===== src/rtl/core/surs_pkg.sv =====
// ----------------------------------------------------------------------------
// surs_pkg: shared types and tables for the stepper sequencer
// Holds the sequencer state and configuration structs, register indexes,
// reset values and the half-step coil tables.
// ----------------------------------------------------------------------------
package surs_pkg;

    localparam int unsigned PHASE_STEPS_DEF = 8;
    localparam int unsigned CFG_IDX_W       = 2;
    localparam int unsigned CFG_DATA_W      = 16;

    // register indexes of the configuration port
    localparam logic [CFG_IDX_W-1:0] REG_STEP_DELAY = 2'd0;
    localparam logic [CFG_IDX_W-1:0] REG_PAUSE      = 2'd1;
    localparam logic [CFG_IDX_W-1:0] REG_RELOCK     = 2'd2;

    localparam logic [7:0]  STEP_DELAY_RST = 8'd2;
    localparam logic [15:0] PAUSE_RST      = 16'd3000;
    localparam logic [7:0]  RELOCK_RST     = 8'd4;

    typedef struct packed {
        logic [15:0] wait_left;
        logic [3:0]  phase_index;
        logic [7:0]  turns_left;
        logic        reverse_run;
        logic        running;
        logic [3:0]  coil_drive;
    } t_state;

    typedef struct packed {
        logic [7:0]  step_delay_ticks;
        logic [15:0] pause_ticks;
        logic [7:0]  relock_turns;
    } t_cfg;

    // clockwise half-step coil pattern
    function automatic logic [3:0] cw_coil(input logic [2:0] idx);
        logic [3:0] pat;
        case (idx)
            3'd0:    pat = 4'h9;
            3'd1:    pat = 4'h1;
            3'd2:    pat = 4'h3;
            3'd3:    pat = 4'h2;
            3'd4:    pat = 4'h6;
            3'd5:    pat = 4'h4;
            3'd6:    pat = 4'hC;
            3'd7:    pat = 4'h8;
            default: pat = 4'h0;
        endcase
        return pat;
    endfunction

    // counterclockwise half-step coil pattern
    function automatic logic [3:0] ccw_coil(input logic [2:0] idx);
        logic [3:0] pat;
        case (idx)
            3'd0:    pat = 4'h8;
            3'd1:    pat = 4'hC;
            3'd2:    pat = 4'h4;
            3'd3:    pat = 4'h6;
            3'd4:    pat = 4'h2;
            3'd5:    pat = 4'h3;
            3'd6:    pat = 4'h1;
            3'd7:    pat = 4'h9;
            default: pat = 4'h0;
        endcase
        return pat;
    endfunction

endpackage


===== src/rtl/core/surs_in_if.sv =====
// ----------------------------------------------------------------------------
// surs_in_if: request channel of the stepper sequencer
// Valid/ready channel carrying a tick or a start request.
// ----------------------------------------------------------------------------
interface surs_in_if;
    logic       valid;
    logic       ready;
    logic       mode;
    logic       direction;
    logic [7:0] turns;

    modport source (output valid, output mode, output direction, output turns, input ready);
    modport sink   (input valid, input mode, input direction, input turns, output ready);
endinterface


===== src/rtl/core/surs_out_if.sv =====
// ----------------------------------------------------------------------------
// surs_out_if: result channel of the stepper sequencer
// Valid/ready channel carrying coil drive and run status.
// ----------------------------------------------------------------------------
interface surs_out_if;
    logic       valid;
    logic       ready;
    logic [3:0] coil_pattern;
    logic       busy_res;
    logic       done_res;

    modport source (output valid, output coil_pattern, output busy_res, output done_res,
                    input ready);
    modport sink   (input valid, input coil_pattern, input busy_res, input done_res,
                    output ready);
endinterface


===== src/rtl/core/stepper_unlock_relock_sequencer.sv =====
// ----------------------------------------------------------------------------
// stepper_unlock_relock_sequencer: half-step stepper drive with relock
// Drives four unipolar coils through a half-step table, clockwise, or
// counterclockwise followed by a pause and a clockwise relock run.
//
// Channels: i_req carries one request per handshake: mode 0 is a time tick,
// mode 1 starts a run with a direction and a turn count. o_res returns one
// result per request: the coil pattern after that request, busy while a run
// or pause is in progress, and done on the request that ends a clockwise run.
// Configuration is written through i_cfg_we / i_cfg_idx / i_cfg_data:
// index 0 step delay, 1 pause length, 2 relock turns.
//
// The state and the result register update at the edge that takes the
// request. One request is taken per cycle while the result is not stalled;
// the state update is a wait counter decrement and a table lookup.
// When the receiver stalls, the result holds in its register and i_req.ready
// drops until the result is taken; a new request is taken in the same cycle
// the held one leaves. Reset idles the sequencer with coils off, clears the
// result valid flag and restores the configuration defaults.
// ----------------------------------------------------------------------------
module stepper_unlock_relock_sequencer #(
    parameter int unsigned PHASE_STEPS = surs_pkg::PHASE_STEPS_DEF
) (
    input  logic                            i_clk,
    input  logic                            i_rst_n,
    surs_in_if.sink                         i_req,
    surs_out_if.source                      o_res,
    input  logic                            i_cfg_we,
    input  logic [surs_pkg::CFG_IDX_W-1:0]  i_cfg_idx,
    input  logic [surs_pkg::CFG_DATA_W-1:0] i_cfg_data
);
    import surs_pkg::*;

    t_state     r_state;
    t_state     n_state;
    t_cfg       r_cfg;
    logic       r_out_valid;
    logic [3:0] r_coil;
    logic       r_busy;
    logic       r_done;
    logic       n_done;
    logic       req_take;

    assign i_req.ready = !r_out_valid || o_res.ready;
    assign req_take    = i_req.valid && i_req.ready;

    surs_step_logic #(
        .PHASE_STEPS (PHASE_STEPS)
    ) u_step (
        .i_state     (r_state),
        .i_cfg       (r_cfg),
        .i_mode      (i_req.mode),
        .i_direction (i_req.direction),
        .i_turns     (i_req.turns),
        .o_state     (n_state),
        .o_done      (n_done)
    );

    always_ff @(posedge i_clk) begin
        if (!i_rst_n) begin
            r_cfg.step_delay_ticks <= STEP_DELAY_RST;
            r_cfg.pause_ticks      <= PAUSE_RST;
            r_cfg.relock_turns     <= RELOCK_RST;
        end else if (i_cfg_we) begin
            case (i_cfg_idx)
                REG_STEP_DELAY: r_cfg.step_delay_ticks <= i_cfg_data[7:0];
                REG_PAUSE:      r_cfg.pause_ticks      <= i_cfg_data;
                REG_RELOCK:     r_cfg.relock_turns     <= i_cfg_data[7:0];
                default:        ;
            endcase
        end
    end

    always_ff @(posedge i_clk) begin
        if (!i_rst_n) begin
            r_state     <= '0;
            r_out_valid <= 1'b0;
        end else begin
            if (req_take) begin
                r_state <= n_state;
            end
            // drop valid once taken unless a new request refills it
            if (req_take) begin
                r_out_valid <= 1'b1;
            end else if (o_res.ready) begin
                r_out_valid <= 1'b0;
            end
        end
    end

    always_ff @(posedge i_clk) begin
        if (req_take) begin
            r_coil <= n_state.coil_drive;
            r_busy <= n_state.running;
            r_done <= n_done;
        end
    end

    assign o_res.valid        = r_out_valid;
    assign o_res.coil_pattern = r_coil;
    assign o_res.busy_res     = r_busy;
    assign o_res.done_res     = r_done;

endmodule


===== src/rtl/core/surs_step_logic.sv =====
// ----------------------------------------------------------------------------
// surs_step_logic: next-state logic of the stepper sequencer
// Applies one tick or start request to the current state: counts down the
// wait, steps through the half-step table, repeats turns, and handles the
// pause and relock after a counterclockwise run.
// ----------------------------------------------------------------------------
module surs_step_logic #(
    parameter int unsigned PHASE_STEPS = surs_pkg::PHASE_STEPS_DEF
) (
    input  surs_pkg::t_state i_state,
    input  surs_pkg::t_cfg   i_cfg,
    input  logic             i_mode,
    input  logic             i_direction,
    input  logic [7:0]       i_turns,
    output surs_pkg::t_state o_state,
    output logic             o_done
);
    import surs_pkg::*;

    localparam logic [3:0] PHASE_LIM = 4'(PHASE_STEPS);

    t_state      s;
    logic        do_act;
    logic [15:0] step_wait;
    logic [15:0] pause_wait;

    // a delay of zero behaves as one
    assign step_wait  = (i_cfg.step_delay_ticks == 8'd0) ? 16'd1
                                                         : {8'd0, i_cfg.step_delay_ticks};
    assign pause_wait = (i_cfg.pause_ticks == 16'd0) ? 16'd1 : i_cfg.pause_ticks;

    always_comb begin
        s      = i_state;
        do_act = 1'b0;
        o_done = 1'b0;

        if (i_mode) begin
            // start: abandon any current run and drive the first step at once
            s.reverse_run = i_direction;
            s.turns_left  = i_turns;
            s.phase_index = '0;
            s.running     = 1'b1;
            do_act        = 1'b1;
        end else if (s.running) begin
            if (s.wait_left > 16'd1) begin
                s.wait_left = s.wait_left - 16'd1;
            end else begin
                s.wait_left = '0;
                do_act      = 1'b1;
            end
        end

        if (do_act) begin
            if (s.phase_index < PHASE_LIM) begin
                s.coil_drive  = s.reverse_run ? ccw_coil(s.phase_index[2:0])
                                              : cw_coil(s.phase_index[2:0]);
                s.phase_index = s.phase_index + 4'd1;
                s.wait_left   = step_wait;
            end else if (s.turns_left != 8'd0) begin
                // repeat the sequence: one extra delay, coils unchanged
                s.turns_left  = s.turns_left - 8'd1;
                s.phase_index = '0;
                s.wait_left   = step_wait;
            end else begin
                s.coil_drive = '0;
                if (s.reverse_run) begin
                    // pause, then relock clockwise
                    s.reverse_run = 1'b0;
                    s.phase_index = '0;
                    s.turns_left  = i_cfg.relock_turns;
                    s.wait_left   = pause_wait;
                end else begin
                    s.running   = 1'b0;
                    s.wait_left = '0;
                    o_done      = 1'b1;
                end
            end
        end
    end

    assign o_state = s;

endmodule


===== src/flat_wrapper.sv =====
// flat-port wrapper written by rule: the top's interface ports become plain ports
module stepper_unlock_relock_sequencer_flat import surs_pkg::*;
#(
    parameter int unsigned PHASE_STEPS = surs_pkg::PHASE_STEPS_DEF
)
  (i_clk, i_rst_n, i_cfg_we, i_cfg_idx, i_cfg_data, i_req_valid, i_req_mode, i_req_direction, i_req_turns, i_req_ready, o_res_valid, o_res_coil_pattern, o_res_busy_res, o_res_done_res, o_res_ready);
  surs_in_if i_req_i ();
  surs_out_if o_res_i ();
  input  logic i_clk;
  input  logic i_rst_n;
  input  logic i_cfg_we;
  input  logic [surs_pkg::CFG_IDX_W-1:0] i_cfg_idx;
  input  logic [surs_pkg::CFG_DATA_W-1:0] i_cfg_data;
  input wire logic [$bits(i_req_i.valid)-1:0] i_req_valid;
  input wire logic [$bits(i_req_i.mode)-1:0] i_req_mode;
  input wire logic [$bits(i_req_i.direction)-1:0] i_req_direction;
  input wire logic [$bits(i_req_i.turns)-1:0] i_req_turns;
  output wire logic [$bits(i_req_i.ready)-1:0] i_req_ready;
  output wire logic [$bits(o_res_i.valid)-1:0] o_res_valid;
  output wire logic [$bits(o_res_i.coil_pattern)-1:0] o_res_coil_pattern;
  output wire logic [$bits(o_res_i.busy_res)-1:0] o_res_busy_res;
  output wire logic [$bits(o_res_i.done_res)-1:0] o_res_done_res;
  input wire logic [$bits(o_res_i.ready)-1:0] o_res_ready;
  assign i_req_i.valid = i_req_valid;
  assign i_req_i.mode = i_req_mode;
  assign i_req_i.direction = i_req_direction;
  assign i_req_i.turns = i_req_turns;
  assign i_req_ready = i_req_i.ready;
  assign o_res_valid = o_res_i.valid;
  assign o_res_coil_pattern = o_res_i.coil_pattern;
  assign o_res_busy_res = o_res_i.busy_res;
  assign o_res_done_res = o_res_i.done_res;
  assign o_res_i.ready = o_res_ready;
  stepper_unlock_relock_sequencer #(.PHASE_STEPS(PHASE_STEPS)) u_core (.i_clk(i_clk), .i_rst_n(i_rst_n), .i_req(i_req_i), .o_res(o_res_i), .i_cfg_we(i_cfg_we), .i_cfg_idx(i_cfg_idx), .i_cfg_data(i_cfg_data));
endmodule

===== config.mk =====
export PLATFORM = sky130hd
export DESIGN_NAME = stepper_unlock_relock_sequencer_flat
export DESIGN_NICKNAME = d
export VERILOG_FILES = /design/src/rtl/core/surs_pkg.sv /design/src/rtl/core/surs_in_if.sv /design/src/rtl/core/surs_out_if.sv /design/src/rtl/core/stepper_unlock_relock_sequencer.sv /design/src/rtl/core/surs_step_logic.sv /design/src/flat_wrapper.sv
export SDC_FILE = /design/constraint.sdc
export NUM_CORES = 1
export LEC_CHECK = 0
export BUFFER_PORTS_ARGS = -buffer_cell sky130_fd_sc_hd__buf_2
export CAP_MARGIN = 20
export CORE_MARGIN = 8
export CORE_UTILIZATION = 56
export CTS_BUF_LIST = sky130_fd_sc_hd__clkbuf_16
export DETAILED_ROUTE_END_ITERATION = 16
export PLACE_DENSITY = 0.74
export SLEW_MARGIN = 0
export SYNTH_ARGS = -nofsm -noshare
export SYNTH_HDL_FRONTEND = slang
export SYNTH_SLANG_ARGS = --single-unit

===== constraint.sdc =====
create_clock -name i_clk -period 4.4 [get_ports i_clk]
set_clock_uncertainty 0.2 [all_clocks]
set_input_delay 0.66 -clock i_clk [delete_from_list [all_inputs] [get_ports i_clk]]
set_output_delay 0.66 -clock i_clk [all_outputs]
set_load 0.05 [all_outputs]

Yosys cells after proc, flatten, opt, wreduce, memory -nomap -nowiden
Memory sizes are Yosys's and may differ from the RTL's.
Cells that the tools add are included.
- add/subtract/negate cells: 3
- magnitude comparators: 2
- equality and inequality tests: 3
- muxes and demuxes: 22
- bitwise gates (word level): 1
- reduce and logical (&&, ||, !) cells: 14
- operator list (kind ; count):
    two-way mux 16 bit ; 5
    two-way mux 34 bit ; 1
    two-way mux 28 bit ; 1
    two-way mux 20 bit ; 1
    greater-than comparator 16 x 1 -> 1 bit (second input constant) ; 1
    logical NOT 16 bit ; 1
    subtractor 16 x 1 -> 16 bit (second input constant) ; 1
    two-way mux 14 bit ; 1
    two-way mux 13 bit ; 1
    two-way mux 10 bit ; 1
    logical NOT 8 bit ; 1
    two-way mux 4 bit ; 2
    two-way mux 8 bit ; 1
    nonzero test 8 bit ; 1
    subtractor 8 x 1 -> 8 bit (second input constant) ; 1
    two-way mux 1 bit ; 7
    two-way mux 6 bit ; 1
    AND reduction 2 bit ; 3
    adder 4 x 1 -> 4 bit (second input constant) ; 1
    less-than comparator 4 bit (second input constant) ; 1
    nonzero test 2 bit ; 2
    AND reduction 3 bit ; 1
    OR reduction 3 bit ; 1
    equality test 2 x 1 -> 1 bit (second input constant) ; 1
    other kinds (7) ; 7
- bits in registers: 73
- memory bits (read-only): 64
- output and inout port bits: 8
- memories kept: 2
- memories (memory ; words ; bits a word ; rd ports ; clocked after memory_dff ; write ports ; line ; source):
    (no name shown) ; 8 ; 4 ; 1 ; 0 ; 0 ; surs_pkg.sv:56 ; case (idx)
    (no name shown) ; 8 ; 4 ; 1 ; 0 ; 0 ; surs_pkg.sv:39 ; case (idx)

Longest topological paths before layout
- word-level depth: 6
- mapped depth: 11
- gate-level depth less buffers: 9

Cells and area by module
A second synthesis with hierarchy kept.
- cells, all modules: 534
- area total of the unflattened synthesis: 4341.7 µm²
- modules (own cells, without submodules) (module ; instances ; cells an instance ; area an instance (µm²)):
    stepper_unlock_relock_sequencer ; 1 ; 290 ; 2765.2
    surs_step_logic ; 1 ; 244 ; 1576.5

Least setup slack after synthesis
No wires, ideal clock.
- kind: in2reg
- from: input i_req_mode
- to: register u_core.r_state[32] in the netlist's numbering
- arrival: 3045 ps
- required time: 4121 ps
- setup slack: 1076 ps
- stages: 9
- cells stage by stage: buf_1 buf_1 mux2_2 inv_1 ha_1 o2111ai_1 nor4_1 nand4_1 o211ai_1
- cells in the longest elaborated chain, start to end: 5
- elaborated cells between the ends (all ways): 11
- those cells by class: order compare (1); eq/ne (1); mux (6); reduce/logical (3)
- RTL lines (element ; line ; source):
    from (decl) ; flat_wrapper.sv:15 ; input wire logic [$bits(i_req_i.mode)-1:0] i_req_mode;
    branches (longest 5 deep; another with less-than comparator 4 bit) ; n/a ;
    to (signal assigned) ; stepper_unlock_relock_sequencer.sv:80 ; r_state <= n_state;
    to (decl) ; stepper_unlock_relock_sequencer.sv:34 ; t_state r_state;
Parallel ways; which one is timed is not known.
A chain may end at the register's enable or synchronous reset.

Worst setup path in the final report
Ends and elaborated chain as after synthesis.

==> summary.md <==
| Metric | Value |
|---|---|
| Layout cell share with drive strength beyond 1 | 0.147 |
| Initial antenna violation count | 0 |
| Clock Sinks | 73 |
| Die W | 103 um |
| Synthesized area per cell | 7.95 um2 |
| Final Cell Area | 0.00477 mm2 |
| Starting Density | 0.579 |
| Startpoint Class | input port |
| IO Count | 41 |
| Dominant cells by area after synthesis | dfxtp_1 32%, nand2_1 5.6%, a21oi_1 5.5% |
| Gr ovfl total | 0 |
| Crit Path Category | in -> reg |
| P_leak | 0.00187 uW |
| Synth area leader | dfxtp_1 |
| Crit path max fanout | 26 |
| Synth Register Bits | 73 |
| Core area | 0.00729 mm2 |
| Top-count cell post-synth | dfxtp_1 |
| Register area share after synthesis | 0.360 |
| Number of hold buffers added after cts | 0 |
| CTS HTree Levels | 3 |
| Pre-Repair DR Iteration Count | 5 |
| Area growth, synth to finish | 13.0% |
| Vias per inst | 6.53 |
| Power Total | 1940 uW |
| Reg2Reg Setup Slack | 1.06 ns |
| Post-synthesis cell count | 531 |
| Worst-Skew Late Latency | 0.33 ns |
| Clock Tree Root | clkbuf_16 |
| Post-CTS Resized | 0 |
| DR WL/cell | 18.2 um |
| Crit path DAT | 3.43 ns |
| Hold Path Class | reg -> reg |
| Crit. End Element | register |
| Crit path from | i_req_mode |
| Largest stage delay, worst path | 0.96 ns |
| Inst Count DP | 641 |
| First-pass GRT wire length | 19500 um |
| Distinct cells, synth | 60 |
| Setup Fix Bufs, Post-CTS | 0 |
| Max-slew violation count | 0 |
| Util after Layout | 0.654 |
| Reg2reg path depth | 5 |
| Top-area cell type share of the netlist area | 0.318 |
| # rows | 31 |
| Pwr/cell area | 406 mW/mm2 |
| Ys flop type | dfxtp_1 |
| Layout net count | 593 |
| Final setup vio count | 0 |
| MaxCap Viol Count | 0 |
| FF-to-FF End | u_core.r_state[32] |
| Min cycle time layout | 3.36 ns |
| Final hold violations | 0 |
| Die area | 0.0106 mm2 |
| Placer Congestion | 0.913 |
| Iter 0 DRT Violations | 403 |
| Worst-path cell chain | buf_2, mux2_2, inv_1, ha_1, o2111ai_1, nor4_1, nand4_1, o211ai_1 |
| Status | completed |
| Remaining antenna violation count | 0 |
| Die Ht | 103 um |
| Synth warn | 0 |
| Final setup TNS | 0 ns |
| Antenna Cells | 0 |
| Placed inst area | 0.00447 mm2 |
| Maximum VDD drop | 0.300 mV |
| WP data required | 4.46 ns |
| Fmax | 0.297 GHz |
| DP Wirelength | 8300 um |
| Commonest cells post-synth | 67 x dfxtp_1, 63 x nand2_1, 46 x a21oi_1 |
| Vias in the first global route | 4108 |
| # port buffers | 40 |
| Ys async rst share | 0 |
| CTS tree | yes |
| CP endpoint | u_core.r_state[32] |
| DRC Markers | 0 |
| Largest net degree at the start of global routing | 37 |
| Reg-to-Reg Start | u_core.r_state[22] |
| Tcrit/Tclk final | 0.764 |
| Syn_nets | 571 |
| Post-synth EDFFs | 6 |
| TritonCTS buffer count | 9 |
| Mapped Area | 0.00422 mm2 |
| Via count | 4291 |
| Slew @ Worst Pin | 1.01 ns |
| Rel. slew slack | 0.322 |
| DRT Wirelength | 12000 um |
| RSZ-0062 raised after global routing | false |
| Max clock buf depth | 2 |
| Final std cells w/o fill | 657 |
| Tot GR Track Use | 0.232 |
| Crit-path slowest cell | nor4_1 |
| Worst-path clk slew | 0.06 ns |
-- registers in the layout, indices dropped and copies added (netlist names) --
register,flops
u_core.r_state,34
u_core.r_cfg,32
u_core.o_res.coil_pattern,4
u_core.o_res.busy_res,1
u_core.o_res.done_res,1
u_core.o_res.valid,1
-- final cells by class --
cell class	instances	area [um2]
clock buffers	9	225
clock inverters	7	77.6
fillers	654	2520
inverters	18	67.6
multi-input cells	401	2480
flip-flops and latches	73	1520
well taps	99	124
repair buffers	50	275
-- worst min-delay path by stage --
stage | start | end | cells after the start | slack, ns
2_1_floorplan | u_core.r_cfg[2] | u_core.r_cfg[2] | 2 | 0.24
3_3_place_gp | u_core.r_cfg[14] | u_core.r_cfg[14] | 2 | 0.27
3_5_place_dp | u_core.r_cfg[14] | u_core.r_cfg[14] | 2 | 0.27
4_1_cts | u_core.r_cfg[9] | u_core.r_cfg[9] | 2 | 0.28
5_1_grt | u_core.r_cfg[20] | u_core.r_state[30] | 2 | 0.31
6_report | u_core.r_cfg[9] | u_core.r_cfg[9] | 2 | 0.28
-- placed cells by master (no fill, tap or decap), types with 3 or more instances in the layout --
cell        n
dfxtp_1    67
nand2_1    63
a21oi_1    46
buf_2      40
nor2_1     39
mux2i_1    23
nor3_1     22
o21ai_0    22
nand3_1    20
nor4_1     18
inv_1      17
o211ai_1   12
buf_4      10
a31oi_1     9
clkbuf_16   9
o31ai_1     8
a22oi_1     7
or3_1       7
nand4_1     7
ha_1        7
or4_1       6
mux2_2      6
nor4b_1     6
o2111ai_1   6
edfxtp_1    6
and3_1      4
nor3b_1     4
o22ai_1     4
a221oi_1    4
or2_2       3
a41oi_1     3
o2bb2ai_1   3
a41o_1      3
a211oi_1    3
-- per-layer routing --
metal	wire [um]	share of wire	up-vias	GRT usage
met2	5460	0.46	211	0.372
met3	972	0.081	24	0.0473
met5	0	0	-	0
met1	5320	0.45	2015	0.294
met4	206	0.017	0	0.102
li1	-	-	2041	-
-- logic make-up after synthesis --
logic type,Yosys count,synth area share
multiplexers,29,0.0705
flip-flops,73,0.360
buffers and inverters,57,0.0528
AO/OA/AOI/OAI,149,0.234
adder cells (fa/ha/maj),7,0.0207
AND/OR/NAND/NOR,214,0.257
XOR/XNOR,2,0.00415
-- stage by stage --
step	worst slack [ns]	hold slack [ns]
after floorplan	1.08	0.245
after global placement	0.827	0.269
after detailed placement	0.704	0.272
after CTS	1.07	0.285
after global routing	0.828	0.314
final	1.04	0.285
-- power by group --
part | leakage, uW | internal [uW] | switching (uW)
clock network | 0.000143 | 444 | 303
logic | 0.00112 | 148 | 285
registers | 0.000607 | 713 | 43.4
-- worst max-delay path, delay by kind of cell --
family / cells / cell delay (ns)
adder cells (fa/ha/maj): 1 / 0.22
buffers and inverters: 2 / 0.48
AND/OR/NAND/NOR: 2 / 1.14
multiplexers: 1 / 0.40
AO/OA/AOI/OAI: 2 / 0.52
Note: power is estimated with default switching activity, not from simulation.
